## config.mk

```make
export PLATFORM = sky130hd
export DESIGN_NAME = ttcw_front
export DESIGN_NICKNAME = d
export VERILOG_FILES = /design/src/hdl/ttcw_pkg.sv /design/src/hdl/ttcw_front.sv
export SDC_FILE = /design/constraint.sdc
export NUM_CORES = 1
export LEC_CHECK = 0
export BUFFER_PORTS_ARGS = -buffer_cell sky130_fd_sc_hd__buf_2
export CAP_MARGIN = 10
export CORE_MARGIN = 2
export CORE_UTILIZATION = 38
export DETAILED_ROUTE_END_ITERATION = 16
export PLACE_DENSITY = 0.85
export SYNTH_ARGS = -nofsm -noshare
export SYNTH_HDL_FRONTEND = slang
export SYNTH_SLANG_ARGS = --single-unit
```

## constraint.sdc

```tcl
create_clock -name vclk -period 2
set_input_delay 0.1 -clock vclk [all_inputs]
set_output_delay 0.1 -clock vclk [all_outputs]
set_load 0.01 [all_outputs]
```

## src/hdl/ttcw_pkg.sv

```systemverilog
// Shared types, constants and helpers for the text terminal character writer.
package ttcw_pkg;

   localparam int COLUMNS = 80;
   localparam int ROWS    = 25;
   localparam int CELLS   = COLUMNS * ROWS;
   localparam int ADDR_W  = $clog2(CELLS);

   localparam int COL_W  = 7;
   localparam int ROW_W  = 5;
   localparam int CHAR_W = 8;
   localparam int ATTR_W = 8;
   localparam int CELL_W = CHAR_W + ATTR_W;

   // request tdata layout: char_code, peek_row, peek_col
   localparam int REQ_TDATA_W = 24;
   localparam int REQ_CHAR_LO = 0;
   localparam int REQ_ROW_LO  = REQ_CHAR_LO + CHAR_W;
   localparam int REQ_COL_LO  = REQ_ROW_LO + ROW_W;

   // response tdata layout: cursor_x, cursor_y, cell_char, cell_attr
   localparam int RSP_FIELDS_W = COL_W + ROW_W + CHAR_W + ATTR_W;
   localparam int RSP_TDATA_W  = 32;

   // classified operations
   localparam int OP_W = 3;
   localparam logic [OP_W-1:0] OP_IGNORE  = 3'd0;
   localparam logic [OP_W-1:0] OP_READ    = 3'd1;
   localparam logic [OP_W-1:0] OP_BACK    = 3'd2;
   localparam logic [OP_W-1:0] OP_NEWLINE = 3'd3;
   localparam logic [OP_W-1:0] OP_RETURN  = 3'd4;
   localparam logic [OP_W-1:0] OP_PRINT   = 3'd5;

   // character codes
   localparam logic [CHAR_W-1:0] CH_BS    = 8'd8;
   localparam logic [CHAR_W-1:0] CH_LF    = 8'd10;
   localparam logic [CHAR_W-1:0] CH_FF    = 8'd12;
   localparam logic [CHAR_W-1:0] CH_CR    = 8'd13;
   localparam logic [CHAR_W-1:0] CH_US    = 8'd31;
   localparam logic [CHAR_W-1:0] CH_SPACE = 8'd32;
   localparam logic [CHAR_W-1:0] CH_DEL   = 8'd127;

   // config registers
   localparam int CSR_IDX_W  = 2;
   localparam int CSR_DATA_W = 8;
   localparam logic [CSR_IDX_W-1:0] REG_TEXT_ATTR     = 2'd0;
   localparam logic [CSR_IDX_W-1:0] REG_REGION_TOP    = 2'd1;
   localparam logic [CSR_IDX_W-1:0] REG_REGION_BOTTOM = 2'd2;

   localparam logic [ATTR_W-1:0] ATTR_RESET   = 8'd7;
   localparam logic [ROW_W-1:0]  TOP_RESET    = 5'd0;
   localparam logic [ROW_W-1:0]  BOTTOM_RESET = 5'd23;

   // command queue
   localparam int QUEUE_DEPTH = 2;
   localparam int QPTR_W      = $clog2(QUEUE_DEPTH);
   localparam int QCNT_W      = $clog2(QUEUE_DEPTH + 1);

   typedef struct packed {
      logic [OP_W-1:0]   op;
      logic [CHAR_W-1:0] char_code;
      logic [ADDR_W-1:0] cell_addr;
      logic              in_range;
   } ttcw_item_type;

   typedef struct packed {
      logic [ATTR_W-1:0] cell_attr;
      logic [CHAR_W-1:0] cell_char;
      logic [ROW_W-1:0]  cursor_y;
      logic [COL_W-1:0]  cursor_x;
   } ttcw_result_type;

   function automatic logic [ADDR_W-1:0] row_base(input logic [ROW_W-1:0] r);
      row_base = ADDR_W'(ADDR_W'(r) * ADDR_W'(COLUMNS));
   endfunction

   // region rows past the screen clamp to the last row
   function automatic logic [ROW_W-1:0] eff_row(input logic [ROW_W-1:0] r);
      eff_row = (r > ROW_W'(ROWS - 1)) ? ROW_W'(ROWS - 1) : r;
   endfunction

endpackage

```

## src/hdl/ttcw_front.sv

```systemverilog
// Request decoder: classifies incoming items and forms cell addresses.
module ttcw_front
   import ttcw_pkg::*;
(
   input  logic                   req_tvalid,
   output logic                   req_tready,
   input  logic                   req_tuser,   // func
   input  logic [REQ_TDATA_W-1:0] req_tdata,   // char_code, peek_row, peek_col
   input  logic                   enable,
   input  logic                   q_full,
   output logic                   q_push,
   output ttcw_item_type          q_item
);

   logic [CHAR_W-1:0] char_code;
   logic [ROW_W-1:0]  peek_row;
   logic [COL_W-1:0]  peek_col;
   logic [OP_W-1:0]   put_op;

   assign char_code = req_tdata[REQ_CHAR_LO +: CHAR_W];
   assign peek_row  = req_tdata[REQ_ROW_LO +: ROW_W];
   assign peek_col  = req_tdata[REQ_COL_LO +: COL_W];

   // controls other than BS, LF/VT/FF and CR are dropped, as is DEL
   always_comb begin
      unique case (char_code) inside
         CH_BS:                                put_op = OP_BACK;
         [CH_LF:CH_FF]:                        put_op = OP_NEWLINE;
         CH_CR:                                put_op = OP_RETURN;
         [8'd0:CH_BS - 8'd1], CH_BS + 8'd1,
         [CH_CR + 8'd1:CH_US], CH_DEL:         put_op = OP_IGNORE;
         default:                              put_op = OP_PRINT;
      endcase
   end

   always_comb begin
      q_item.op        = req_tuser ? OP_READ : put_op;
      q_item.char_code = char_code;
      q_item.cell_addr = row_base(peek_row) + ADDR_W'(peek_col);
      q_item.in_range  = (peek_row < ROW_W'(ROWS)) && (peek_col < COL_W'(COLUMNS));
   end

   assign req_tready = enable & ~q_full;
   assign q_push     = req_tvalid & req_tready;

endmodule

```

# Word level (Yosys, flattened, before mapping)
# Cells that the tools add are included.
# op_classes
n_mux	2
n_mul	1
n_addsub	1
magnitude_cmp	8
reduce_logical	5
eq_ne	4
bitwise	3
shift	0
n_div	0
# op_table
cell	count
8-bit by 4-bit equality test with 1-bit output, second input constant	3
8-bit by 4-bit greater-or-equal comparator with 1-bit output, second input constant	2
3-bit case mux with 4 select lines	1
11-bit by 7-bit adder with 11-bit output	1
8-bit by 7-bit equality test with 1-bit output, second input constant	1
8-bit by 1-bit greater-or-equal comparator with 1-bit output, second input constant	1
8-bit by 3-bit less-or-equal comparator with 1-bit output, second input constant	1
8-bit by 4-bit less-or-equal comparator with 1-bit output, second input constant	1
8-bit by 5-bit less-or-equal comparator with 1-bit output, second input constant	1
7-bit < comparator, second input constant	1
5-bit by 3-bit multiplier with 7-bit output, second input constant	1
5-bit < comparator, second input constant	1
1-bit logical AND	4
4-bit OR reduction	1
3-bit two-way mux	1
1-bit AND	2
1-bit NOT	1
# totals
mem_bits_ro	0
n_memories	0
ramBits	0
latch_bits	0
ff_bits	0
inputBits	28

# Logic depth before layout (Yosys ltp)
# Gate-level depths: netlist of run 1.
# logic_depth
word_depth	5
ltp_mapped	8
depth_no_buf	8

# Least setup slack after synthesis of run 1
# No wires, ideal clock.
# synth_path
path_kind	input to output
start	in req_tdata[9]
end	out q_item[11] (netlist name)
t_arrival_ns	1.682
setup_slack_ns	0.218
path_stages	8
n_path_buf	0
t_required_ns	1.900
path_cell_list	ha_1 > ha_1 > inv_1 > fa_1 > xnor2_2 > o2111ai_1 > xnor2_1 > xnor2_1
# synth_rtl
item	line_no	source
start, declared	ttcw_front.sv:8	input logic [REQ_TDATA_W-1:0] req_tdata,
end, declared	ttcw_front.sv:12	output ttcw_item_type q_item

==> results.md, run 1 <==
* Status: completed
* Mapped Area at 533 µm²
* Max VDD drop at 0.199 mV
* Startpoint class of the critical path: input pin
* Critical path type: input pin to output pin
* Post-synthesis cell count at 69
* Leakage at ~0.4 nW
* Die area at roughly 1700 µm²
* Hpwl dp at between 1 and 1.5 mm
* Power Density at 338 nW/µm²
* Pins Over Slew Limit at 0
* Met1 wire length at approximately 430 µm
* Post-synth top area share at 0.211
* CLK BUF at 0
* Inst Count DP at 117
* FILL cells at ~130
* Routed wl met3 at ~130 µm
* Rows at 13
* Seq_cells at 0
* Sequential fraction of the synthesis area at 0
* Synth warnings at 0
* Critical Path RT at approximately 1.9 ns
* Non-filler instance count after layout at around 120
* Final setup viols at 0
* Drt wl/cell at roughly 11 µm
* Starting Density at 0.410
* Worst slew pin tran at 0.315 ns
* Routed vias at approximately 580
* Max-Cap Viols at 0
* Slew margin rel. at 0.790
* Via density at roughly 4.9
* GRT overflow at 0
* Worst Hold Class: input pin to output pin
* WL final at approximately 1.3 mm
* Die H at between 40 and 50 µm
* CP arrival at 1.82 ns
* # nets final at approximately 140
* Detail Route Antenna Nets at 0
* Critical Path Sink Type: output pin
* Initial DRC count at 1
* Core Footprint at about 1300 µm²
* Diode count at 0
* F_max at 520 MHz
* DRC at 0
* First drt pass iteration count at 2
* Routability cong. at approximately 0.78
* Port-buffer cells at between 40 and 50
* Tcrit/Tclk final at 0.962
* Hold Crit Start: req_tdata[15]
* Post-synth top area cell: ha_1
* Global-route wire length before repair at 2.14 mm
* Worst Path Max Fanout at 2
* Avg Inst Size Synth at 7.72 µm²
* Area of the multi-input gates at around 470 µm²
* Dominant cells by area after synthesis: ha_1 (21%), buf_4 (17%), xnor2_1 (8.2%), fa_1 (7.5%), inv_1 (5.6%)
* Layout cells sized above 1 at 0.534
* Netlist cell types at 24
* Min Clock Period, post-route at around 1.9 ns
* Top sig layer: met3
* Post-Syn Nets at 108
* Final core utilization at 0.591
* Total GRT Usage at 0.146
* Die Wd at just over 40 µm
* Pin count of the biggest net entering global routing at 8
* Area growth, synth to finish at 44.4%
* Initial antenna violation count at 0
* Sequential cell area at 0 µm²
* Wire length on met2 at 727 µm
* Vias in the first global route at between 500 and 600
* I/O pin cnt at 53
* CP Launch Point: req_tdata[9]
* Final Hold Fails at 0
[through the flow]
stage	total power [mW]	setup WS [ns]	area (µm²)	setup TNS [ns]	hold WS, ns
after detailed placement	0.228	-0.0773	697	-0.0773	0.200
after CTS	0.242	0.0111	716	0	0.200
after global routing	0.288	-0.0156	769	-0.0156	0.200
final	0.260	0.0757	769	0	0.200
after floorplan	0.145	0.218	533	0	0.248
after global placement	0.221	-0.0383	697	-0.0383	0.200
[worst paths after layout]
| kind | depth (start not counted) | end | slack [ns] |
|---|---|---|---|
| min | 0 | q_item[3] | 0.20 |
| max | 10 | q_item[11] | 0.08 |
[cells in the final DEF, fill, tap and decap left out, types with 2 or more instances in the layout]
master,instances
o21ai_0,3
a21oi_1,3
a21o_1,2
nor2_1,5
nand2_1,3
buf_6,2
nor2b_1,3
ha_1,7
xnor2_2,2
and2_1,2
inv_1,6
buf_4,5
inv_2,2
ha_4,2
buf_2,39
xnor2_1,4
[cells in the mapped netlist, drive strengths merged]
master / n
o2111ai: 1
nor3b: 1
o31ai: 1
nor2b: 3
buf: 12
nand2: 3
o311ai: 1
o211ai: 1
mux2i: 1
xor2: 1
ha: 9
nand2b: 1
a2111oi: 1
a21o: 2
or3: 1
a21oi: 3
and2: 2
nand3: 1
xnor2: 6
inv: 8
fa: 2
nor2: 5
o21ai: 3
[per-layer routing]
metal | vias to the layer above | track usage
met4 | 0 | 0.0194
met5 | - | 0
met2 | 29 | 0.322
met3 | 0 | 0.0174
li1 | 289 | -
met1 | 257 | 0.139
[worst max-delay path, cell delays in order]
cell       delay, ns
buf_6           0.10
ha_4            0.26
ha_4            0.13
inv_2           0.04
fa_2            0.36
xnor2_2         0.23
o2111ai_4       0.15
xnor2_2         0.17
xnor2_1         0.15
buf_2           0.15
[where the power goes]
| part | switching (mW) | internal [mW] |
|---|---|---|
| Clock | 0 | 0 |
| Combinational | 0.126 | 0.134 |
| Sequential | 0 | 0 |
| Total | 0.126 | 0.134 |
[area by class of cell]
type | count | share of cell area
inverters | 8 | 0.0390
repair buffers | 46 | 0.332
well taps | 15 | 0.0244
multi-input cells | 49 | 0.605
[what timing repair did]
action / CTS / global route
setup endpoints to repair: 1 / 1
buffers inserted: 1 / 0
pin swaps: 2 / 7
hold buffers: 0 / 0
gates resized for setup: 4 / 9
[kinds of logic (layout without fill, tap and decap cells)]
kind of cell | Yosys count | in the layout | share of synthesized area
AND/OR/NAND/NOR | 17 | 17 | 0.176
buffers and inverters | 20 | 54 | 0.225
adder cells (fa/ha/maj) | 11 | 11 | 0.286
XOR/XNOR | 7 | 7 | 0.129
multiplexers | 1 | 1 | 0.0188
AO/OA/AOI/OAI | 13 | 13 | 0.164
(Power assumes the default switching activity.)
==> inputs of run 2 (changes only) <==
CORE_UTILIZATION = 34   (was 38)
PLACE_DENSITY = 0.8   (was 0.85)
clock period = 1.6 ns   (was 2 ns; I/O delays follow)
==> run 2 against run 1 <==
  * The run now ends with setup timing left
  * Worst hold slack got worse by 0.040 ns
  * Critical path depth unchanged
  * Power increased by 34%
  * Non-clock buffer count increased by 4
  * Via count increased by 3.1%
  * Worst setup slack got worse by 0.29 ns
  * Sequential cell count unchanged
  * Global-route usage decreased by 0.64 points
  * First-iteration DRC count increased to 4.0 times the previous value
  * Combinational power increased by 34%
  * Largest power group unchanged
==> results.md, run 2 (synthesized netlist as in run 1, its figures left out) <==
* Status: finished with violations (was completed)
* Failing checks: setup timing
* Routed vias at 593 (was 575)
* Final Hold Fails at 0 (unchanged)
* Total GRT Usage at 0.140 (was 0.146)
* First drt pass iteration count at 3 (was 2)
* Leakage at 0.435 nW (was 0.411 nW)
* Core Footprint at 1490 µm² (was 1300 µm²)
* Startpoint class of the critical path: input pin (unchanged)
* Met1 Resource Use GR at 0.139 (about the same)
* Total Power at 349 µW (was 260 µW)
* Max VDD drop at 0.208 mV (was 0.199 mV)
* Area growth, synth to finish at 55.6% (was 44.4%)
* Sequential cell area at 0 µm² (unchanged)
* I/O pin cnt at 53 (unchanged)
* Power Density at 421 nW/µm² (was 338 nW/µm²)
* Top Usage Layer GRT: met2 (unchanged)
* Crit-path cells: buf_6 > ha_4 > ha_4 > inv_2 > fa_2 > inv_2 > o2111ai_2 > xnor2_1 > xnor2_1 > buf_2 (was buf_6 > ha_4 > ha_4 > inv_2 > fa_2 > xnor2_2 > o2111ai_4 > xnor2_2 > xnor2_1 > buf_2)
* Slew margin rel. at 0.797 (was 0.790)
* Die area at 1900 µm² (was 1720 µm²)
* Min Clock Period, post-route at around 1.8 ns
* Max-Cap Viols at 0 (unchanged)
* Rows at 14 (was 13)
* Met3 Use GR at 0.0167 (was 0.0174)
* Layout cells sized above 1 at 0.598 (was 0.534)
* Tcrit/Tclk final at 1.13
* CP arrival at 1.73 ns (was 1.82 ns)
* Initial DRC count at 4 (was 1)
* Seq_cells at 0 (unchanged)
* Vias in the first global route at 544 (was 581)
* # nets final at 148 (was 144)
* WL final at 1.30 mm (was 1.28 mm)
* Slowest cell delay on critical path at 0.45 ns (was 0.36 ns)
* CLK BUF at 0 (unchanged)
* Crit-path slowest cell: fa_2 (unchanged)
* Critical Path RT at 1.52 ns (was 1.90 ns)
* CTS Hold Bufs at 0 (unchanged)
* Min-Delay Path Depth at 0 (unchanged)
* F_max at between 500 and 600 MHz
* Hold EP: q_item[3] (unchanged)
* Worst Hold Class: input pin to output pin (unchanged)
* Starting Density at 0.358 (was 0.410)
* Diode count at 0 (unchanged)
* Critical path type: input pin to output pin (unchanged)
* Worst slew pin tran at 0.304 ns (was 0.315 ns)
* WHS at 0.160 ns (was 0.200 ns)
* Via density at 4.82 (was 4.87)
* Initial antenna violation count at 0 (unchanged)
* Final Cell Area at 830 µm² (was 769 µm²)
* GRT overflow at 0 (unchanged)
* Worst Path Max Fanout at 2 (unchanged)
* Post-route setup slack at -0.212 ns (was 0.0757 ns)
* Die Wd at 43.6 µm (was 41.5 µm)
* Placed Area at 762 µm² (was 697 µm²)
* Routability cong. at 0.823 (was 0.784)
* Most common cell after layout, fill and taps aside: buf_2 (unchanged)
* Port-buffer cells at 41 (unchanged)
* Drt wl/cell at 10.6 µm (was 10.9 µm)
* Hold Crit Start: req_tdata[15] (unchanged)
* Most frequent cells in the layout: buf_2 (39), buf_4 (8), nor2_1 (5), inv_1 (5), ha_1 (5) (was buf_2 (39), ha_1 (7), inv_1 (6))
* DRC at 0 (unchanged)
* RSZ-0062 raised after global routing: true
* Hpwl dp at 1.12 mm (was 1.14 mm)
* Global-route wire length before repair at 2.13 mm (was 2.14 mm)
* Critical path's top delay family: adder cells (unchanged)
* Detail Route Antenna Nets at 0 (unchanged)
* Pins Over Slew Limit at 0 (unchanged)
* Critical Path Sink Type: output pin (unchanged)
* Pin count of the biggest net entering global routing at 8 (unchanged)
* Final setup viols at 3 (was 0)
* Crit path buffers/inverters at 4 (was 3)
* Met2 usage at 0.309 (was 0.322)
* Die H at 43.6 µm (was 41.5 µm)
-- run 2: report_power, final --
group          leakage [nW]  internal [mW]  switching, mW
clock                     0              0              0
combinational         0.435          0.188          0.161
sequential                0              0              0
total                 0.435          0.188          0.161
-- run 2: stage by stage --
stage	setup TNS (ns)	setup WS (ns)	std cells	utilization
global placement	-0.524	-0.231	122	0.512
global route	-0.668	-0.285	123	0.557
finish	-0.477	-0.212	123	0.557
floorplan	-0.0209	-0.0209	69	-
detailed placement	-0.560	-0.244	122	0.512
CTS	-0.589	-0.218	124	0.547
-- run 2: how the worst max path moves through the flow --
| stage | slack (ns) | startpoint | depth (start not counted) | endpoint |
|---|---|---|---|---|
| floorplan | -0.02 | req_tdata[11] | 8 | q_item[11] |
| global placement | -0.23 | req_tdata[11] | 10 | q_item[11] |
| detailed placement | -0.24 | req_tdata[11] | 10 | q_item[11] |
| CTS | -0.22 | req_tdata[11] | 10 | q_item[11] |
| global route | -0.28 | req_tdata[11] | 10 | q_item[11] |
| finish | -0.21 | req_tdata[9] | 10 | q_item[11] |
-- run 2: per-layer routing --
layer	part of all wire	up-vias
met4	0	0
met5	0	-
met1	0.36	260
met3	0.11	0
li1	-	303
met2	0.53	30
-- run 2: timing repair --
item                       CTS  global route
setup endpoints to repair    3             3
buffers inserted             2             0
cloned                       0             0
gates resized for setup      9             5
hold endpoints to repair     0             0
pin swaps                    3             2
-- run 2: final cells by class --
class                      instances  area, µm²
inverter                           8       30.0
tap                               16       20.0
timing repair buffer              50        293
multi-input combinational         49        487
fill                             142        659
==> inputs of run 3 (changes only) <==
==> constraint.sdc (replaced) <==
create_clock -name vclk -period 1.6
set_input_delay 0.16 -clock vclk [all_inputs]
set_output_delay 0.16 -clock vclk [all_outputs]
set_load 0.01 [all_outputs]
==> run 3 against run 2 <==
  * The run still ends with setup timing left
  * Sequential cell count did not move
  * Core utilization grew 4.2 points
  * Combinational power increased by 9.7%
  * Die area unchanged
  * Worst setup slack got worse by 0.17 ns
  * Fmax down 8.5%
  * Critical path type unchanged
  * Worst hold slack better by 0.16 ns
  * Count of clock-buffer cells in the layout stayed put
  * First-iteration DRC count decreased by 50%
  * Power rose by 9.8%
  * Sequential share of layout area did not move
  * Non-clock buffer count is 3 higher
==> results.md, run 3 (synthesized netlist as in run 1, its figures left out) <==
* F_max at 505 MHz (was 552 MHz)
* Startpoint class of the critical path: input pin (unchanged)
* Worst slew pin tran at 0.321 ns (was 0.304 ns)
* Pins Over Slew Limit at 0 (unchanged)
* GRT overflow at 0 (unchanged)
* CLK BUF at 0 (unchanged)
* Placed Area at 785 µm² (was 762 µm²)
* Layout cells sized above 1 at 0.627 (was 0.598)
* Slew margin rel. at 0.786 (was 0.797)
* Max-Cap Viols at 0 (unchanged)
* Max VDD drop at 0.216 mV (was 0.208 mV)
* Initial DRC count at 2 (was 4)
* Min-Delay Path Depth at 0 (unchanged)
* Min Clock Period, post-route at 1.98 ns (was 1.81 ns)
* Detail Route Antenna Nets at 0 (unchanged)
* CP arrival at 1.82 ns (was 1.73 ns)
* Critical Path Sink Type: output pin (unchanged)
* DRC at 0 (unchanged)
* # nets final at 151 (was 148)
* Area growth, synth to finish at 67.4% (was 55.6%)
* Hpwl dp at 1.13 mm (was 1.12 mm)
* Leakage at 0.457 nW (was 0.435 nW)
* Initial antenna violation count at 0 (unchanged)
* Die Wd at 43.6 µm (unchanged)
* I/O pin cnt at 53 (unchanged)
* Final Cell Area at 892 µm² (was 830 µm²)
* Total GRT Usage at 0.140 (about the same)
* Port-buffer cells at 41 (unchanged)
* Die H at 43.6 µm (unchanged)
* Most frequent cells in the layout: buf_2 (38), buf_4 (10), inv_1 (6) (was buf_2 (39), buf_4 (8), nor2_1 (5), inv_1 (5), ha_1 (5))
* First drt pass iteration count at 4 (was 3)
* Worst Hold Class: input pin to output pin (unchanged)
* Pin count of the biggest net entering global routing at 8 (unchanged)
* Diode count at 0 (unchanged)
* Most common cell after layout, fill and taps aside: buf_2 (unchanged)
* Routed vias at 588 (was 593)
* Drt wl/cell at 10.5 µm (was 10.6 µm)
* Worst Path Max Fanout at 2 (unchanged)
* Total Power at 383 µW (was 349 µW)
* Die area at 1900 µm² (unchanged)
* Post-route setup slack at -0.379 ns (was -0.212 ns)
* Status: finished with violations (unchanged)
* WL final at 1.33 mm (was 1.30 mm)
* Core Footprint at 1490 µm² (unchanged)
* Final Hold Fails at 0 (unchanged)
* Tcrit/Tclk final at 1.24 (was 1.13)
* CTS Hold Bufs at 0 (unchanged)
* Critical Path RT at 1.44 ns (was 1.52 ns)
* Routability cong. at 0.871 (was 0.823)
* Via density at 4.67 (was 4.82)
* Critical path type: input pin to output pin (unchanged)
* Seq_cells at 0 (unchanged)
* Sequential cell area at 0 µm² (unchanged)
* Vias in the first global route at 584 (was 544)
* RSZ-0062 raised after global routing: true (unchanged)
* Global-route wire length before repair at 2.17 mm (was 2.13 mm)
* Power Density at 429 nW/µm² (was 421 nW/µm²)
* Starting Density at 0.358 (unchanged)
* Final setup viols at 3 (unchanged)
* FILL cells at 134 (was 142)
* Failing checks: setup timing (unchanged)
* Rows at 14 (unchanged)
## run 3: cell types whose count changed in the layout (fill, tap and decap cells not counted), sizes merged
cell  delta
buf      +3
## run 3: routing by layer
metal  GRT usage  vias up  part of all wire
met5           0        -                 0
met4      0.0303        0             0.011
met3      0.0125        2              0.10
met2       0.297       29              0.53
met1       0.141      252              0.36
li1            -      305                 -
## run 3: layout make-up
type,instances,area (µm²),share of cell area
inverters,8,30.0,0.0337
multi-input cells,49,513,0.575
well taps,16,20.0,0.0224
repair buffers,53,329,0.369
## run 3: worst max-delay path, cell delays in order
cell,delay [ns]
buf_8,0.10
ha_4,0.23
ha_4,0.15
inv_2,0.05
fa_2,0.45
inv_2,0.09
o2111ai_2,0.12
xnor2_1,0.19
xnor2_1,0.13
buf_2,0.14
## run 3: final timing paths
kind	startpoint	endpoint	slack, ns
worst min-delay path	req_tdata[15]	q_item[3]	0.32
worst max-delay path	req_tdata[9]	q_item[11]	-0.38
## run 3: power by group
group / internal [mW] / switching (mW) / leakage [nW]
clock: 0 / 0 / 0
combinational: 0.211 / 0.171 / 0.457
sequential: 0 / 0 / 0
## run 3: repair_timing
item / CTS / global route
buffers inserted: 1 / 1
setup endpoints to repair: 4 / 5
endpoints found under the hold margin: 0 / 0
resized for setup: 13 / 9
pin swaps: 4 / 3
## run 3: per-stage QoR
step	util	worst slack (ns)	hold slack, ns	setup TNS, ns	cells
2_1_floorplan	-	-0.181	0.368	-0.256	69
3_3_place_gp	0.527	-0.382	0.320	-1.11	125
3_5_place_dp	0.527	-0.400	0.320	-1.08	125
4_1_cts	0.574	-0.377	0.320	-0.964	126
5_1_grt	0.599	-0.503	0.320	-1.14	126
6_report	0.599	-0.379	0.320	-0.887	126
