`src/hdl/ttcw_pkg.sv`:
```
// Shared types, constants and helpers for the text terminal character writer.
package ttcw_pkg;

   localparam int COLUMNS = 80;
   localparam int ROWS    = 25;
   localparam int CELLS   = COLUMNS * ROWS;
   localparam int ADDR_W  = $clog2(CELLS);

   localparam int COL_W  = 7;
   localparam int ROW_W  = 5;
   localparam int CHAR_W = 8;
   localparam int ATTR_W = 8;
   localparam int CELL_W = CHAR_W + ATTR_W;

   // request tdata layout: char_code, peek_row, peek_col
   localparam int REQ_TDATA_W = 24;
   localparam int REQ_CHAR_LO = 0;
   localparam int REQ_ROW_LO  = REQ_CHAR_LO + CHAR_W;
   localparam int REQ_COL_LO  = REQ_ROW_LO + ROW_W;

   // response tdata layout: cursor_x, cursor_y, cell_char, cell_attr
   localparam int RSP_FIELDS_W = COL_W + ROW_W + CHAR_W + ATTR_W;
   localparam int RSP_TDATA_W  = 32;

   // classified operations
   localparam int OP_W = 3;
   localparam logic [OP_W-1:0] OP_IGNORE  = 3'd0;
   localparam logic [OP_W-1:0] OP_READ    = 3'd1;
   localparam logic [OP_W-1:0] OP_BACK    = 3'd2;
   localparam logic [OP_W-1:0] OP_NEWLINE = 3'd3;
   localparam logic [OP_W-1:0] OP_RETURN  = 3'd4;
   localparam logic [OP_W-1:0] OP_PRINT   = 3'd5;

   // character codes
   localparam logic [CHAR_W-1:0] CH_BS    = 8'd8;
   localparam logic [CHAR_W-1:0] CH_LF    = 8'd10;
   localparam logic [CHAR_W-1:0] CH_FF    = 8'd12;
   localparam logic [CHAR_W-1:0] CH_CR    = 8'd13;
   localparam logic [CHAR_W-1:0] CH_US    = 8'd31;
   localparam logic [CHAR_W-1:0] CH_SPACE = 8'd32;
   localparam logic [CHAR_W-1:0] CH_DEL   = 8'd127;

   // config registers
   localparam int CSR_IDX_W  = 2;
   localparam int CSR_DATA_W = 8;
   localparam logic [CSR_IDX_W-1:0] REG_TEXT_ATTR     = 2'd0;
   localparam logic [CSR_IDX_W-1:0] REG_REGION_TOP    = 2'd1;
   localparam logic [CSR_IDX_W-1:0] REG_REGION_BOTTOM = 2'd2;

   localparam logic [ATTR_W-1:0] ATTR_RESET   = 8'd7;
   localparam logic [ROW_W-1:0]  TOP_RESET    = 5'd0;
   localparam logic [ROW_W-1:0]  BOTTOM_RESET = 5'd23;

   // command queue
   localparam int QUEUE_DEPTH = 2;
   localparam int QPTR_W      = $clog2(QUEUE_DEPTH);
   localparam int QCNT_W      = $clog2(QUEUE_DEPTH + 1);

   typedef struct packed {
      logic [OP_W-1:0]   op;
      logic [CHAR_W-1:0] char_code;
      logic [ADDR_W-1:0] cell_addr;
      logic              in_range;
   } ttcw_item_type;

   typedef struct packed {
      logic [ATTR_W-1:0] cell_attr;
      logic [CHAR_W-1:0] cell_char;
      logic [ROW_W-1:0]  cursor_y;
      logic [COL_W-1:0]  cursor_x;
   } ttcw_result_type;

   function automatic logic [ADDR_W-1:0] row_base(input logic [ROW_W-1:0] r);
      row_base = ADDR_W'(ADDR_W'(r) * ADDR_W'(COLUMNS));
   endfunction

   // region rows past the screen clamp to the last row
   function automatic logic [ROW_W-1:0] eff_row(input logic [ROW_W-1:0] r);
      eff_row = (r > ROW_W'(ROWS - 1)) ? ROW_W'(ROWS - 1) : r;
   endfunction

endpackage

```
`src/hdl/ttcw_queue.sv`:
```
// Short command queue between the decoder and the screen engine.
module ttcw_queue
   import ttcw_pkg::*;
(
   input  logic          clock,
   input  logic          reset,
   input  logic          push,
   input  ttcw_item_type push_item,
   output logic          full,
   input  logic          pop,
   output ttcw_item_type pop_item,
   output logic          not_empty
);

   ttcw_item_type       slots_ff [QUEUE_DEPTH];
   logic [QPTR_W-1:0]   wr_ptr_ff, wr_ptr_in;
   logic [QPTR_W-1:0]   rd_ptr_ff, rd_ptr_in;
   logic [QCNT_W-1:0]   count_ff, count_in;

   assign full      = (count_ff == QCNT_W'(QUEUE_DEPTH));
   assign not_empty = (count_ff != '0);
   assign pop_item  = slots_ff[rd_ptr_ff];

   always_comb begin
      wr_ptr_in = wr_ptr_ff;
      rd_ptr_in = rd_ptr_ff;
      count_in  = count_ff;
      if (push) begin
         wr_ptr_in = (wr_ptr_ff == QPTR_W'(QUEUE_DEPTH - 1)) ? '0 : wr_ptr_ff + 1'b1;
      end
      if (pop) begin
         rd_ptr_in = (rd_ptr_ff == QPTR_W'(QUEUE_DEPTH - 1)) ? '0 : rd_ptr_ff + 1'b1;
      end
      if (push && !pop) begin
         count_in = count_ff + 1'b1;
      end else if (pop && !push) begin
         count_in = count_ff - 1'b1;
      end
   end

   always_ff @(posedge clock) begin
      if (reset) begin
         wr_ptr_ff <= '0;
         rd_ptr_ff <= '0;
         count_ff  <= '0;
      end else begin
         wr_ptr_ff <= wr_ptr_in;
         rd_ptr_ff <= rd_ptr_in;
         count_ff  <= count_in;
      end
   end

   always_ff @(posedge clock) begin
      if (push) begin
         slots_ff[wr_ptr_ff] <= push_item;
      end
   end

endmodule

```
`config.mk`:
```
export PLATFORM = sky130hd
export DESIGN_NAME = ttcw_queue
export DESIGN_NICKNAME = d
export VERILOG_FILES = /design/src/hdl/ttcw_pkg.sv /design/src/hdl/ttcw_queue.sv
export SDC_FILE = /design/constraint.sdc
export NUM_CORES = 1
export LEC_CHECK = 0
export ABC_AREA = 0
export BUFFER_PORTS_ARGS = -buffer_cell sky130_fd_sc_hd__buf_2
export CAP_MARGIN = 40
export CORE_MARGIN = 5
export CORE_UTILIZATION = 50
export CTS_CLUSTER_DIAMETER = 120
export DETAILED_ROUTE_END_ITERATION = 10
export PLACE_DENSITY_LB_ADDON = 0.1
export SLEW_MARGIN = 25
export SYNTH_ARGS = -nofsm -noshare
export SYNTH_HDL_FRONTEND = slang
export SYNTH_SLANG_ARGS = --single-unit
```
`constraint.sdc`:
```
create_clock -name clock -period 2.1 [get_ports clock]
set_input_delay 0.105 -clock clock [delete_from_list [all_inputs] [get_ports clock]]
set_output_delay 0.105 -clock clock [all_outputs]
set_load 0.02 [all_outputs]
```
# == Word-level counts from Yosys, hierarchy flattened ==
# Memories as Yosys holds them, arrays and structs flattened. A register that Yosys moved wholly into a read port is not among the register bits.
# Cells that the tools add are included.
# totals
ramBits,46
output_inout_bits,25
latch_bits,0
wordCells,23
input_bits,27
n_memories,1
reg_bits,4
rom_bits,0
# mem_list
name,words,word_bits,read_ports,rd_ports_with_merged_regs,wr,line,text
slots_ff,2,23,1,1,1,ttcw_queue.sv:15,ttcw_item_type slots_ff [QUEUE_DEPTH];
# classes
multipliers,0
n_mux,8
addsub,4
reduce_logical,6
n_div,0
eq_ne,1
order_cmp,0
shift,0
n_bitwise,0
# op_table
cell,n
$mux W1,6
$mux W2,2
$reduce_bool A2 Y1,2
$add A1 B1 Y1 const B,2
$add A2 B1 Y2 const B,1
$eq A2 B2 Y1 const B,1
$logic_and A1 B1 Y1,2
$logic_not A1 Y1,2
$sub A2 B1 Y2 const B,1

# == Longest topological paths before layout ==
# Gate-level depths: netlist of run 1.
# logic_depth
ltp_word,4
mapped_depth,5
ltp_nobuf,5

# == Worst setup path after synthesis of run 1 ==
# OpenSTA, ideal clock, no wires.
# synth_path
path_kind,flip-flop to flip-flop
startpoint,register wr_ptr_ff
endpoint,"memory slots_ff[0][0] (netlist name), enable pin"
period_less_slack_ns,1.778
required_time_ns,1.695
path_buffers,0
setup_ns,0.405
setup_slack_ns,0.322
stages_incl_launch_ff,2
arrival_time_ns,1.372
cell_sequence,dfxtp_1 > nor2b_1
# synth_lines
element,line,text
start: declaration,ttcw_queue.sv:16,"logic [QPTR_W-1:0] wr_ptr_ff, wr_ptr_in;"
start signal: assignment,ttcw_queue.sv:47,wr_ptr_ff <= wr_ptr_in;
end: declaration,ttcw_queue.sv:15,
# No word-level cell before the write port.

==> key figures, run 1 <==
Power and ir drop
  • Total chip power: 0.002042 W
  • P per Cell Area: 812.4 nW/um2
  • Lkg Pwr: 0.9808 nW
  • Peak supply drop: 0.6686 mV

Place
  • I/O Buffers: 51
  • Inst Count DP: 196
  • Place WS: 0.9462 ns
  • Final GP Congestion: 0.6434
  • HPWL after detailed placement: 2181 um

Yosys
  • Seq/Total Area, Yosys: 79.41%
  • Yosys cell types: 16
  • Post-Syn Instances: 93
  • Warnings, synthesis: 0
  • Synth Area per Inst: 20.06 um2
  • Post-Syn Area: 1866 um2
  • Synthesized net count: 121
  • FF+latch count, synth: 51

Clock tree
  • Clock sink total: 51
  • Clock Tree Root: clkbuf_8
  • Clock latency on the worst-skew pair: 0.29 ns
  • H-tree levels: 2
  • CTS tree: built
  • Worst-path clk slew: 0.08 ns
  • Max Root-Sink Buffers: 2
  • CTS buffer count: 5

STA
  • Unrepaired setup endpoints after global routing: no
  • Clock skew: 0.001987 ns
  • Final min period: 1.466 ns
  • Setup TNS Final: 0 ns
  • Final WS setup: 0.6337 ns
  • Least-Margin Pin Slew: 0.1915 ns
  • # setup viols final: 0
  • F_max: 0.6820 GHz
  • Slew Limit Fails: 0
  • Period utilisation layout: 69.82%
  • Slew Limit Headroom: 87.23%
  • Endpoints failing hold: 0

Floorplanning
  • Placeable Area: 3633 um2
  • Die W: 71.08 um
  • Initial Utilization: 51.34%
  • Die area: 5052 um2
  • Ports: 52
  • Core Rows: 22
  • Die Ht: 71.08 um

Drt
  • Total Routed Length: 3081 um
  • Final ANT Viol Nets: 0
  • Vias per cell: 4.619
  • Detailed Route Iter0 Violations: 51
  • WL per Instance: 13.63 um
  • Via count: 1044
  • DRC: 0
  • TritonRoute pass-1 iters: 4

Worst hold path
  • Min-delay worst type: primary input to register

Layout
  • Filler cell count in the final layout: 273
  • Final net count: 205
  • End-of-flow core utilization: 69.18%
  • Antenna Cells: 0
  • Register Area: 1481 um2
  • Area occupied by multi-input gates: 367.9 um2
  • Share of layout cells above drive strength 1: 49.44%
  • Area growth syn-to-layout: 34.74%
  • Fin cells: 226

Critical path
  • CP max FO: 13
  • CP endpoint kind: output port
  • Critical Path RT: 2.00 ns
  • Critical path buffer and inverter count: 2
  • Crit path launch type: register
  • Critical-path top delay cell: mux2_2
  • Reg2reg end: slots_ff[1][11]
  • CP Depth: 3
  • Setup CP Type: register to output port
  • Crit path largest cell delay: 0.36 ns
  • Worst reg2reg startpoint: wr_ptr_ff
  • WP data arrival: 1.36 ns
  • Cell family with most CP delay: buffers and inverters
  • CP cell instances: buf_4 -> mux2_2 -> buf_2
  • Worst r2r path cells: 2
  • CP endpoint: pop_item[16]
  • FF-to-FF setup slack: 1.06 ns

Global routing
  • Initial antenna violation count: 0
  • Vias in the first global route: 1099
  • GR Overflow Total: 0
  • Global-route wire length before repair: 4926 um
  • Largest net degree at the start of global routing: 15
  • Total GRT Usage: 12.95%

Job
  • Max-cap viol count: 0

Run status
  • Outcome: finished, final reports clean
==> cell usage in the layout (no fill, tap or decap), drive strengths merged <==
cell,synthesis,layout
buf,2,57
edfxtp,46,46
mux2,23,23
dlygate4sd3,0,22
clkbuf,0,6
dfxtp,5,5
nor2,4,4
xor2,2,2
xnor2,2,2
clkinv,0,2
inv,1,1
or2,1,1
and2,1,1
and2b,1,1
nor2b,1,1
o21ai,1,1
or3,1,1
a21oi,1,1
ha,1,1
==> cell usage after synthesis <==
cell	n	share of area (%)
a21oi_1	1	0.27
and2_1	1	0.34
and2b_2	1	0.47
buf_4	2	0.80
dfxtp_1	5	5.4
edfxtp_1	46	74
ha_1	1	0.67
inv_1	1	0.20
mux2_2	23	14
nor2_1	4	0.80
nor2b_1	1	0.34
o21ai_0	1	0.27
or2_2	1	0.34
or3_1	1	0.34
xnor2_1	2	0.94
xor2_1	2	0.94
==> worst min path at each step <==
stage / start / to / slack [ns] / cells past startpoint
floorplan: reset / count_ff[1] / 0.17 / 1
global placement: push_item[7] / slots_ff[0][7] / 0.29 / 1
detailed placement: push_item[1] / slots_ff[1][1] / 0.30 / 1
CTS: push_item[0] / slots_ff[1][0] / 0.005 / 1
global route: push_item[0] / slots_ff[1][0] / 0.004 / 1
finish: push_item[0] / slots_ff[1][0] / 0.02 / 1
==> power breakdown <==
part	switching, W	internal, W
combinational	0.000177	0.000160
clock	0.000280	0.000227
sequential	0.0000196	0.00118
total	0.000477	0.00156
==> registers in the layout (all words and copies together) (netlist names), named ones only <==
signal     flops
slots_ff      46
wr_ptr_ff      1
count_ff       2
rd_ptr_ff      1
==> repair_timing <==
item                      4_1_cts  5_1_grt
buffers inserted                0        0
hold endpoints to repair       44        0
hold buffers                   22        0
gates resized for setup         0        0
==> logic make-up (layout without fill, tap and decap cells) <==
family                   after synthesis  in the layout  share of synthesized area (%)
adder cells (fa/ha/maj)                1              1                         0.6706
multiplexers                          23             23                          13.88
AND/OR/NAND/NOR                        9              9                          2.616
XOR/XNOR                               4              4                          1.878
AO/OA/AOI/OAI                          2              2                         0.5360
buffers and inverters                  3             88                          1.006
flip-flops                            51             51                          79.41
==> layer usage <==
layer	global-route usage, %	vias to the layer above	wire [um]
met4	3.758	0	27
met2	23.07	30	1640
met5	0	-	0
met3	5.682	2	233
met1	13.87	491	1180
li1	-	521	-
==> per-stage QoR <==
stage | instance area (um2) | hold slack [ns]
after global placement | 2213 | 0.2921
after floorplan | 1866 | 0.1741
after CTS | 2514 | 0.004814
after detailed placement | 2213 | 0.2972
final | 2514 | 0.01506
after global routing | 2514 | 0.003927
==> cell type report <==
| class | count | area share [%] |
|---|---|---|
| Clock buffer | 6 | 2.887 |
| Clock inverter | 2 | 0.2987 |
| Inverter | 1 | 0.1493 |
| Multi-Input combinational cell | 39 | 14.63 |
| Sequential cell | 51 | 58.93 |
| Tap cell | 48 | 2.389 |
| Timing Repair Buffer | 79 | 20.71 |
No activity file was read; power rests on OpenSTA's default activity.
==> run 2: changes to the inputs <==
--- a/config.mk
+++ b/config.mk
@@ -9,7 +9,7 @@
 export BUFFER_PORTS_ARGS = -buffer_cell sky130_fd_sc_hd__buf_2
 export CAP_MARGIN = 40
 export CORE_MARGIN = 5
-export CORE_UTILIZATION = 50
+export CORE_UTILIZATION = 46
 export CTS_CLUSTER_DIAMETER = 120
 export DETAILED_ROUTE_END_ITERATION = 10
 export PLACE_DENSITY_LB_ADDON = 0.1
==> constraint.sdc (replaced) <==
create_clock -name clock -period 1.2 [get_ports clock]
set_input_delay 0.06 -clock clock [delete_from_list [all_inputs] [get_ports clock]]
set_output_delay 0.06 -clock clock [all_outputs]
set_load 0.02 [all_outputs]
==> run 2 against run 1 <==
Compared with the run above: the flow now finishes with violations (negative setup slack); clock skew is 0.0015 ns higher; clock power is 110% higher; clock-buffer cell count stayed put; worst setup slack worse by 0.81 ns; non-clock buffer count is 4 higher; final area is 9.0% higher; total power is 93% higher; utilization is 0.21 points lower; die area is 7.4% higher; routed wire length is 11% higher; critical endpoint is now pop_item[20]; largest cell class unchanged; highest routed layer unchanged.
==> key figures, run 2 (synthesis results as in run 1) <==
Layout
  • Share of layout cells above drive strength 1: 51.38% (was 49.44%)
  • Fin area: 2739 um2 (was 2514 um2)
  • End-of-flow core utilization: 68.97% (was 69.18%)
  • Most common cell after layout, fill and taps aside: edfxtp_1 (was buf_2)
  • Antenna Cells: 0 (unchanged)
  • Final net count: 209 (was 205)
  • Filler cell count in the final layout: 290 (was 273)
  • Area growth syn-to-layout: 46.81% (was 34.74%)
  • Most frequent cells in the layout: 46 x edfxtp_1, 35 x buf_2, 24 x dlygate4sd3_1, 16 x buf_6, 15 x mux2_2 (was 51 x buf_2, 46 x edfxtp_1, 23 x mux2_2, 22 x dlygate4sd3_1, 6 x buf_4)
  • Largest register by flop count: slots_ff (unchanged)
  • Max reg flops: 46 (unchanged)
  • Top Registers: slots_ff (46), count_ff (2) (unchanged)

Global routing
  • Initial antenna violation count: 0 (unchanged)
  • Total GRT Usage: 13.02% (was 12.95%)
  • Largest net degree at the start of global routing: 18 (was 15)
  • GR Overflow Total: 0 (unchanged)
  • Global-route wire length before repair: 5209 um (was 4926 um)
  • Vias in the first global route: 1151 (was 1099)

STA
  • Final min period: 1.374 ns
  • Slew Limit Headroom: 87.51% (was 87.23%)
  • Slew Limit Fails: 0 (unchanged)
  • Clock skew: 0.003500 ns (was 0.001987 ns)
  • Period utilisation layout: 114.5%
  • Final WS setup: -0.1736 ns (was 0.6337 ns)
  • Least-Margin Pin Slew: 0.1860 ns (was 0.1915 ns)
  • Endpoints failing hold: 0 (unchanged)
  • Unrepaired setup endpoints after global routing: yes (was no)
  • # setup viols final: 23 (was 0)
  • F_max: 0.7280 GHz

Drt
  • TritonRoute pass-1 iters: 3 (was 4)
  • Vias per cell: 4.671 (was 4.619)
  • Detailed Route Iter0 Violations: 34 (was 51)
  • DRC: 0 (unchanged)
  • WL per Instance: 14.78 um (was 13.63 um)
  • Final ANT Viol Nets: 0 (unchanged)
  • Total Routed Length: 3414 um (was 3081 um)
  • Via count: 1079 (was 1044)

Floorplanning
  • Die Ht: 73.68 um (was 71.08 um)
  • Placeable Area: 3971 um2 (was 3633 um2)
  • Die area: 5429 um2 (was 5052 um2)
  • Initial Utilization: 46.98% (was 51.34%)
  • Core Rows: 23 (was 22)
  • Die W: 73.68 um (was 71.08 um)
  • Ports: 52 (unchanged)

Place
  • Placed cell areas: 2237 um2 (was 2213 um2)
  • HPWL after detailed placement: 2388 um (was 2181 um)
  • Final GP Congestion: 0.7528 (was 0.6434)
  • Place WS: 0.08346 ns (was 0.9462 ns)
  • I/O Buffers: 51 (unchanged)

Power and ir drop
  • P per Cell Area: 1436 nW/um2 (was 812.4 nW/um2)
  • Int Power: 0.003069 W (was 0.001565 W)
  • Peak supply drop: 1.024 mV (was 0.6686 mV)
  • Sequential share of power: 53.5% (was 58.6%)
  • Proportion of power drawn by combinational gates: 18.6% (was 16.5%)
  • NetSw: 0.0008646 W (was 0.0004772 W)
  • Sw frac: 21.98% (was 23.37%)
  • Clock group share of total power: 27.8% (was 24.9%)
  • Lkg Pwr: 1.085 nW (was 0.9808 nW)

Run status
  • Outcome: finished, violations left (was finished, final reports clean)
  • Failing checks: negative setup slack

Clock tree
  • H-tree levels: 2 (unchanged)
  • CTS buffer count: 5 (unchanged)
  • Post-CTS Setup Bufs: 0 (unchanged)
  • CTS tree: built (unchanged)
  • Clock sink total: 51 (unchanged)
  • Clock latency on the worst-skew pair: 0.29 ns (about the same)
  • Worst-path clk slew: 0.08 ns (about the same)
  • Clock Tree Root: clkbuf_8 (unchanged)
  • Max Root-Sink Buffers: 2 (unchanged)

Critical path
  • Worst reg2reg startpoint: wr_ptr_ff (unchanged)
  • Reg2reg end: slots_ff[1][17] (was slots_ff[1][11])
  • Setup CP Type: register to output port (unchanged)
  • Worst r2r path cells: 2 (unchanged)
  • CP endpoint kind: output port (unchanged)
  • Critical Path RT: 1.14 ns (was 2.00 ns)
  • FF-to-FF setup slack: 0.12 ns (was 1.06 ns)
  • CP endpoint: pop_item[20] (was pop_item[16])
  • CP max FO: 8 (was 13)
  • WP data arrival: 1.31 ns (was 1.36 ns)
  • Crit path launch type: register (unchanged)

Worst hold path
  • Min-delay worst type: primary input to register (unchanged)
  • WHS Path Cells: 3 (was 1)

Job
  • Max-cap viol count: 0 (unchanged)
==> run 2: layout make-up <==
cell class | instances | area (um2) | share of cell area, %
clock buffers | 6 | 72.57 | 2.650
clock inverters | 1 | 30.03 | 1.096
well taps | 50 | 62.56 | 2.284
inverters | 1 | 3.754 | 0.1370
flip-flops and latches | 51 | 1485 | 54.23
repair buffers | 83 | 685.7 | 25.03
multi-input cells | 39 | 399.1 | 14.57
==> run 2: worst min-delay path by stage <==
stage / startpoint / end
detailed placement: push_item[8] / slots_ff[1][8]
floorplan: reset / count_ff[1]
global placement: push_item[3] / slots_ff[1][3]
finish: pop / rd_ptr_ff
CTS: pop / rd_ptr_ff
global route: pop / rd_ptr_ff
==> run 2: critical path, stage by stage, from the launching register on <==
cell	delay [ns]
dfxtp_4	0.39
clkbuf_16	0.16
mux2_2	0.35
buf_6	0.13
==> run 2: per-stage QoR <==
step | TNS (ns) | instances | hold WS [ns] | total power, W
after global placement | 0 | 199 | 0.2481 | 0.002679
after CTS | -4.111 | 230 | 0.06590 | 0.003865
final | -3.326 | 231 | 0.07567 | 0.003934
after global routing | -4.417 | 231 | 0.07133 | 0.004107
after detailed placement | 0 | 199 | 0.2511 | 0.002702
after floorplan | -3.476 | 93 | 0.1291 | 0.002477
==> run 2: repair_timing <==
item / CTS / global route
hold buffers: 24 / 0
setup endpoints to repair: 23 / 23
hold endpoints to repair: 51 / 0
cloned: 0 / 1
resized for setup: 2 / 40
pin swaps: 0 / 0
==> run 2: power groups by stage <==
stage	registers [W]	clock network (W)	logic [W]
5_1_grt	0.00211	0.00121	0.000781
2_1_floorplan	0.00213	0	0.000346
3_5_place_dp	0.00214	0	0.000560
4_1_cts	0.00210	0.00113	0.000627
6_report	0.00211	0.00109	0.000733
3_3_place_gp	0.00213	0	0.000547
==> run 2: per-layer routing <==
metal | track usage [%] | share of wire, % | vias up
met4 | 4.225 | 0.50 | 0
li1 | - | - | 525
met1 | 14.48 | 38 | 523
met5 | 0 | 0 | -
met2 | 22.83 | 56 | 29
met3 | 4.925 | 5.8 | 2
==> run 3: changes to the inputs <==
--- a/config.mk
+++ b/config.mk
@@ -13,7 +13,8 @@
 export CTS_CLUSTER_DIAMETER = 120
 export DETAILED_ROUTE_END_ITERATION = 10
 export PLACE_DENSITY_LB_ADDON = 0.1
-export SLEW_MARGIN = 25
+export REMOVE_ABC_BUFFERS = 1
+export SLEW_MARGIN = 20
 export SYNTH_ARGS = -nofsm -noshare
 export SYNTH_HDL_FRONTEND = slang
 export SYNTH_SLANG_ARGS = --single-unit
==> run 3 against run 2 <==
Compared with the run above: the run still ends with negative setup slack left; maximum frequency is 1.8% higher; die area is the same; non-clock buffer count is 1 higher; clock skew about the same; worst hold slack got worse by 0.021 ns; final area increased by 2.8%; utilization up 2.0 points; critical path type unchanged; global-route usage grew 2.0 points; critical path depth is the same; combinational power increased by 11%.
==> key figures, run 3 (synthesis results as in run 1) <==
Run status
  • Outcome: finished, violations left (unchanged)
  • Failing checks: negative setup slack (unchanged)

Power and ir drop
  • Lkg Pwr: 1.149 nW (was 1.085 nW)
  • P per Cell Area: 1361 nW/um2 (was 1436 nW/um2)
  • Peak supply drop: 0.8134 mV (was 1.024 mV)

Layout
  • Top Registers: slots_ff (46), count_ff (2) (unchanged)
  • Most common cell after layout, fill and taps aside: edfxtp_1 (unchanged)
  • Register Area: 1485 um2 (unchanged)
  • Most frequent cells in the layout: 46 x edfxtp_1, 28 x buf_2, 25 x buf_6, 24 x dlygate4sd3_1, 23 x mux2_4 (was 46 x edfxtp_1, 35 x buf_2, 24 x dlygate4sd3_1, 16 x buf_6, 15 x mux2_2)
  • Area growth syn-to-layout: 50.97% (was 46.81%)
  • End-of-flow core utilization: 70.92% (was 68.97%)
  • Area occupied by multi-input gates: 454.2 um2 (was 399.1 um2)
  • Largest register by flop count: slots_ff (unchanged)
  • Max reg flops: 46 (unchanged)
  • Share of layout cells above drive strength 1: 50.82% (was 51.38%)
  • Antenna Cells: 0 (unchanged)
  • Filler cell count in the final layout: 263 (was 290)
  • Final net count: 210 (was 209)

Floorplanning
  • Placeable Area: 3971 um2 (unchanged)
  • Ports: 52 (unchanged)
  • Die area: 5429 um2 (unchanged)
  • Die W: 73.68 um (unchanged)
  • Core Rows: 23 (unchanged)
  • Initial Utilization: 46.98% (unchanged)
  • Die Ht: 73.68 um (unchanged)

Critical path
  • CP cell instances: buf_8 -> mux2_4 -> buf_6 (was clkbuf_16 -> mux2_2 -> buf_6)
  • Crit path largest cell delay: 0.40 ns (was 0.39 ns)
  • Crit path launch type: register (unchanged)
  • Critical Path RT: 1.14 ns (about the same)
  • Worst r2r path cells: 2 (unchanged)
  • Cell family with most CP delay: flip-flops (unchanged)
  • Worst reg2reg startpoint: wr_ptr_ff (unchanged)
  • Critical-path top delay cell: dfxtp_4 (unchanged)
  • Setup CP Type: register to output port (unchanged)
  • WP data arrival: 1.29 ns (was 1.31 ns)
  • CP max FO: 7 (was 8)
  • Critical path buffer and inverter count: 2 (unchanged)
  • CP Depth: 3 (unchanged)
  • CP endpoint kind: output port (unchanged)

STA
  • Slew Limit Fails: 0 (unchanged)
  • Final min period: 1.349 ns (was 1.374 ns)
  • # setup viols final: 23 (unchanged)
  • F_max: 0.7413 GHz (was 0.7280 GHz)
  • Final WS setup: -0.1490 ns (was -0.1736 ns)
  • Period utilisation layout: 112.4% (was 114.5%)
  • Hold Slack: 0.05457 ns (was 0.07567 ns)
  • Least-Margin Pin Slew: 0.2317 ns (was 0.1860 ns)
  • Unrepaired setup endpoints after global routing: yes (unchanged)
  • Slew Limit Headroom: 84.56% (was 87.51%)
  • Clock skew: 0.003444 ns (was 0.003500 ns)
  • Endpoints failing hold: 0 (unchanged)
  • Setup TNS Final: -3.108 ns (was -3.326 ns)

Drt
  • Detailed Route Iter0 Violations: 70 (was 34)
  • DRC: 0 (unchanged)
  • TritonRoute pass-1 iters: 4 (was 3)
  • Final ANT Viol Nets: 0 (unchanged)
  • Via count: 1095 (was 1079)
  • Vias per cell: 4.700 (was 4.671)
  • Total Routed Length: 3660 um (was 3414 um)
  • WL per Instance: 15.71 um (was 14.78 um)

Worst hold path
  • Worst Min Path Start: pop (unchanged)
  • Min-delay worst type: primary input to register (unchanged)
  • WHS Path Cells: 3 (unchanged)

Clock tree
  • CTS buffer count: 5 (unchanged)
  • Clock sink total: 51 (unchanged)
  • Clock Tree Root: clkbuf_8 (unchanged)
  • Clock latency on the worst-skew pair: 0.29 ns (about the same)
  • H-tree levels: 2 (unchanged)
  • CTS tree: built (unchanged)
  • Worst-path clk slew: 0.08 ns (about the same)
  • Max Root-Sink Buffers: 2 (unchanged)

Global routing
  • Largest net degree at the start of global routing: 17 (was 18)
  • Vias in the first global route: 1256 (was 1151)
  • Initial antenna violation count: 0 (unchanged)
  • Global-route wire length before repair: 5878 um (was 5209 um)
  • Total GRT Usage: 15.01% (was 13.02%)
  • GR Overflow Total: 0 (unchanged)

Place
  • HPWL after detailed placement: 2384 um (was 2388 um)
  • Place WS: 0.08800 ns (was 0.08346 ns)
  • Final GP Congestion: 0.6684 (was 0.7528)
  • I/O Buffers: 51 (unchanged)

Job
  • Max-cap viol count: 0 (unchanged)
[run 3: cell types whose count changed in the layout (fill, tap and decap cells not counted), sizes merged]
cell    previous run  this run
buf               58        60
bufinv             1         0
clkinv             0         1
[run 3: path summary, 6_finish.rpt]
kind	endpoint	slack, ns
setup / recovery	pop_item[12]	-0.15
hold reg to reg	count_ff[1]	0.51
hold / removal	rd_ptr_ff	0.05
setup reg to reg	slots_ff[1][20]	0.13
[run 3: worst reg2reg max path, delay by kind of cell (launching register included)]
kind | cells | cell delay [ns]
simple gates | 1 | 0.19
buf+inv | 1 | 0.21
flops | 1 | 0.37
[run 3: where the power goes]
group / switching [W] / internal, W / total, W
Clock: 0.000500 / 0.000410 / 0.000910
Combinational: 0.000358 / 0.000458 / 0.000816
Sequential: 0.0000452 / 0.00206 / 0.00211
Total: 0.000903 / 0.00293 / 0.00383
[run 3: cell type report]
type	instances	area share (%)
multi-input combinational	39	16.13
clock inverter	1	0.1777
timing repair buffer	84	25.90
sequential	51	52.73
tap	50	2.221
clock buffer	7	2.710
inverter	1	0.1333
[run 3: per-layer routing]
| metal | wire [um] | part of all wire (%) | vias to the layer above | GRT usage, % |
|---|---|---|---|---|
| met2 | 1917 | 52 | 36 | 26.57 |
| li1 | - | - | 530 | - |
| met3 | 238 | 6.5 | 4 | 3.967 |
| met5 | 0 | 0 | - | 0 |
| met1 | 1460 | 40 | 525 | 16.50 |
| met4 | 43 | 1.2 | 0 | 7.243 |
[run 3: per-stage QoR]
step / power [W] / cells / cell area (um2)
final: 0.003833 / 233 / 2816
after global routing: 0.004008 / 233 / 2816
after CTS: 0.003880 / 233 / 2816
after detailed placement: 0.002698 / 200 / 2231
after global placement: 0.002678 / 200 / 2231
after floorplan: 0.002467 / 91 / 1851
[run 3: what timing repair did]
action / in CTS / in global routing
endpoints found under the hold margin: 51 / 0
setup buffers: 0 / 0
gates resized for setup: 78 / 0
hold buffers: 24 / 0
cloned: 1 / 0
setup endpoints to repair: 23 / 23
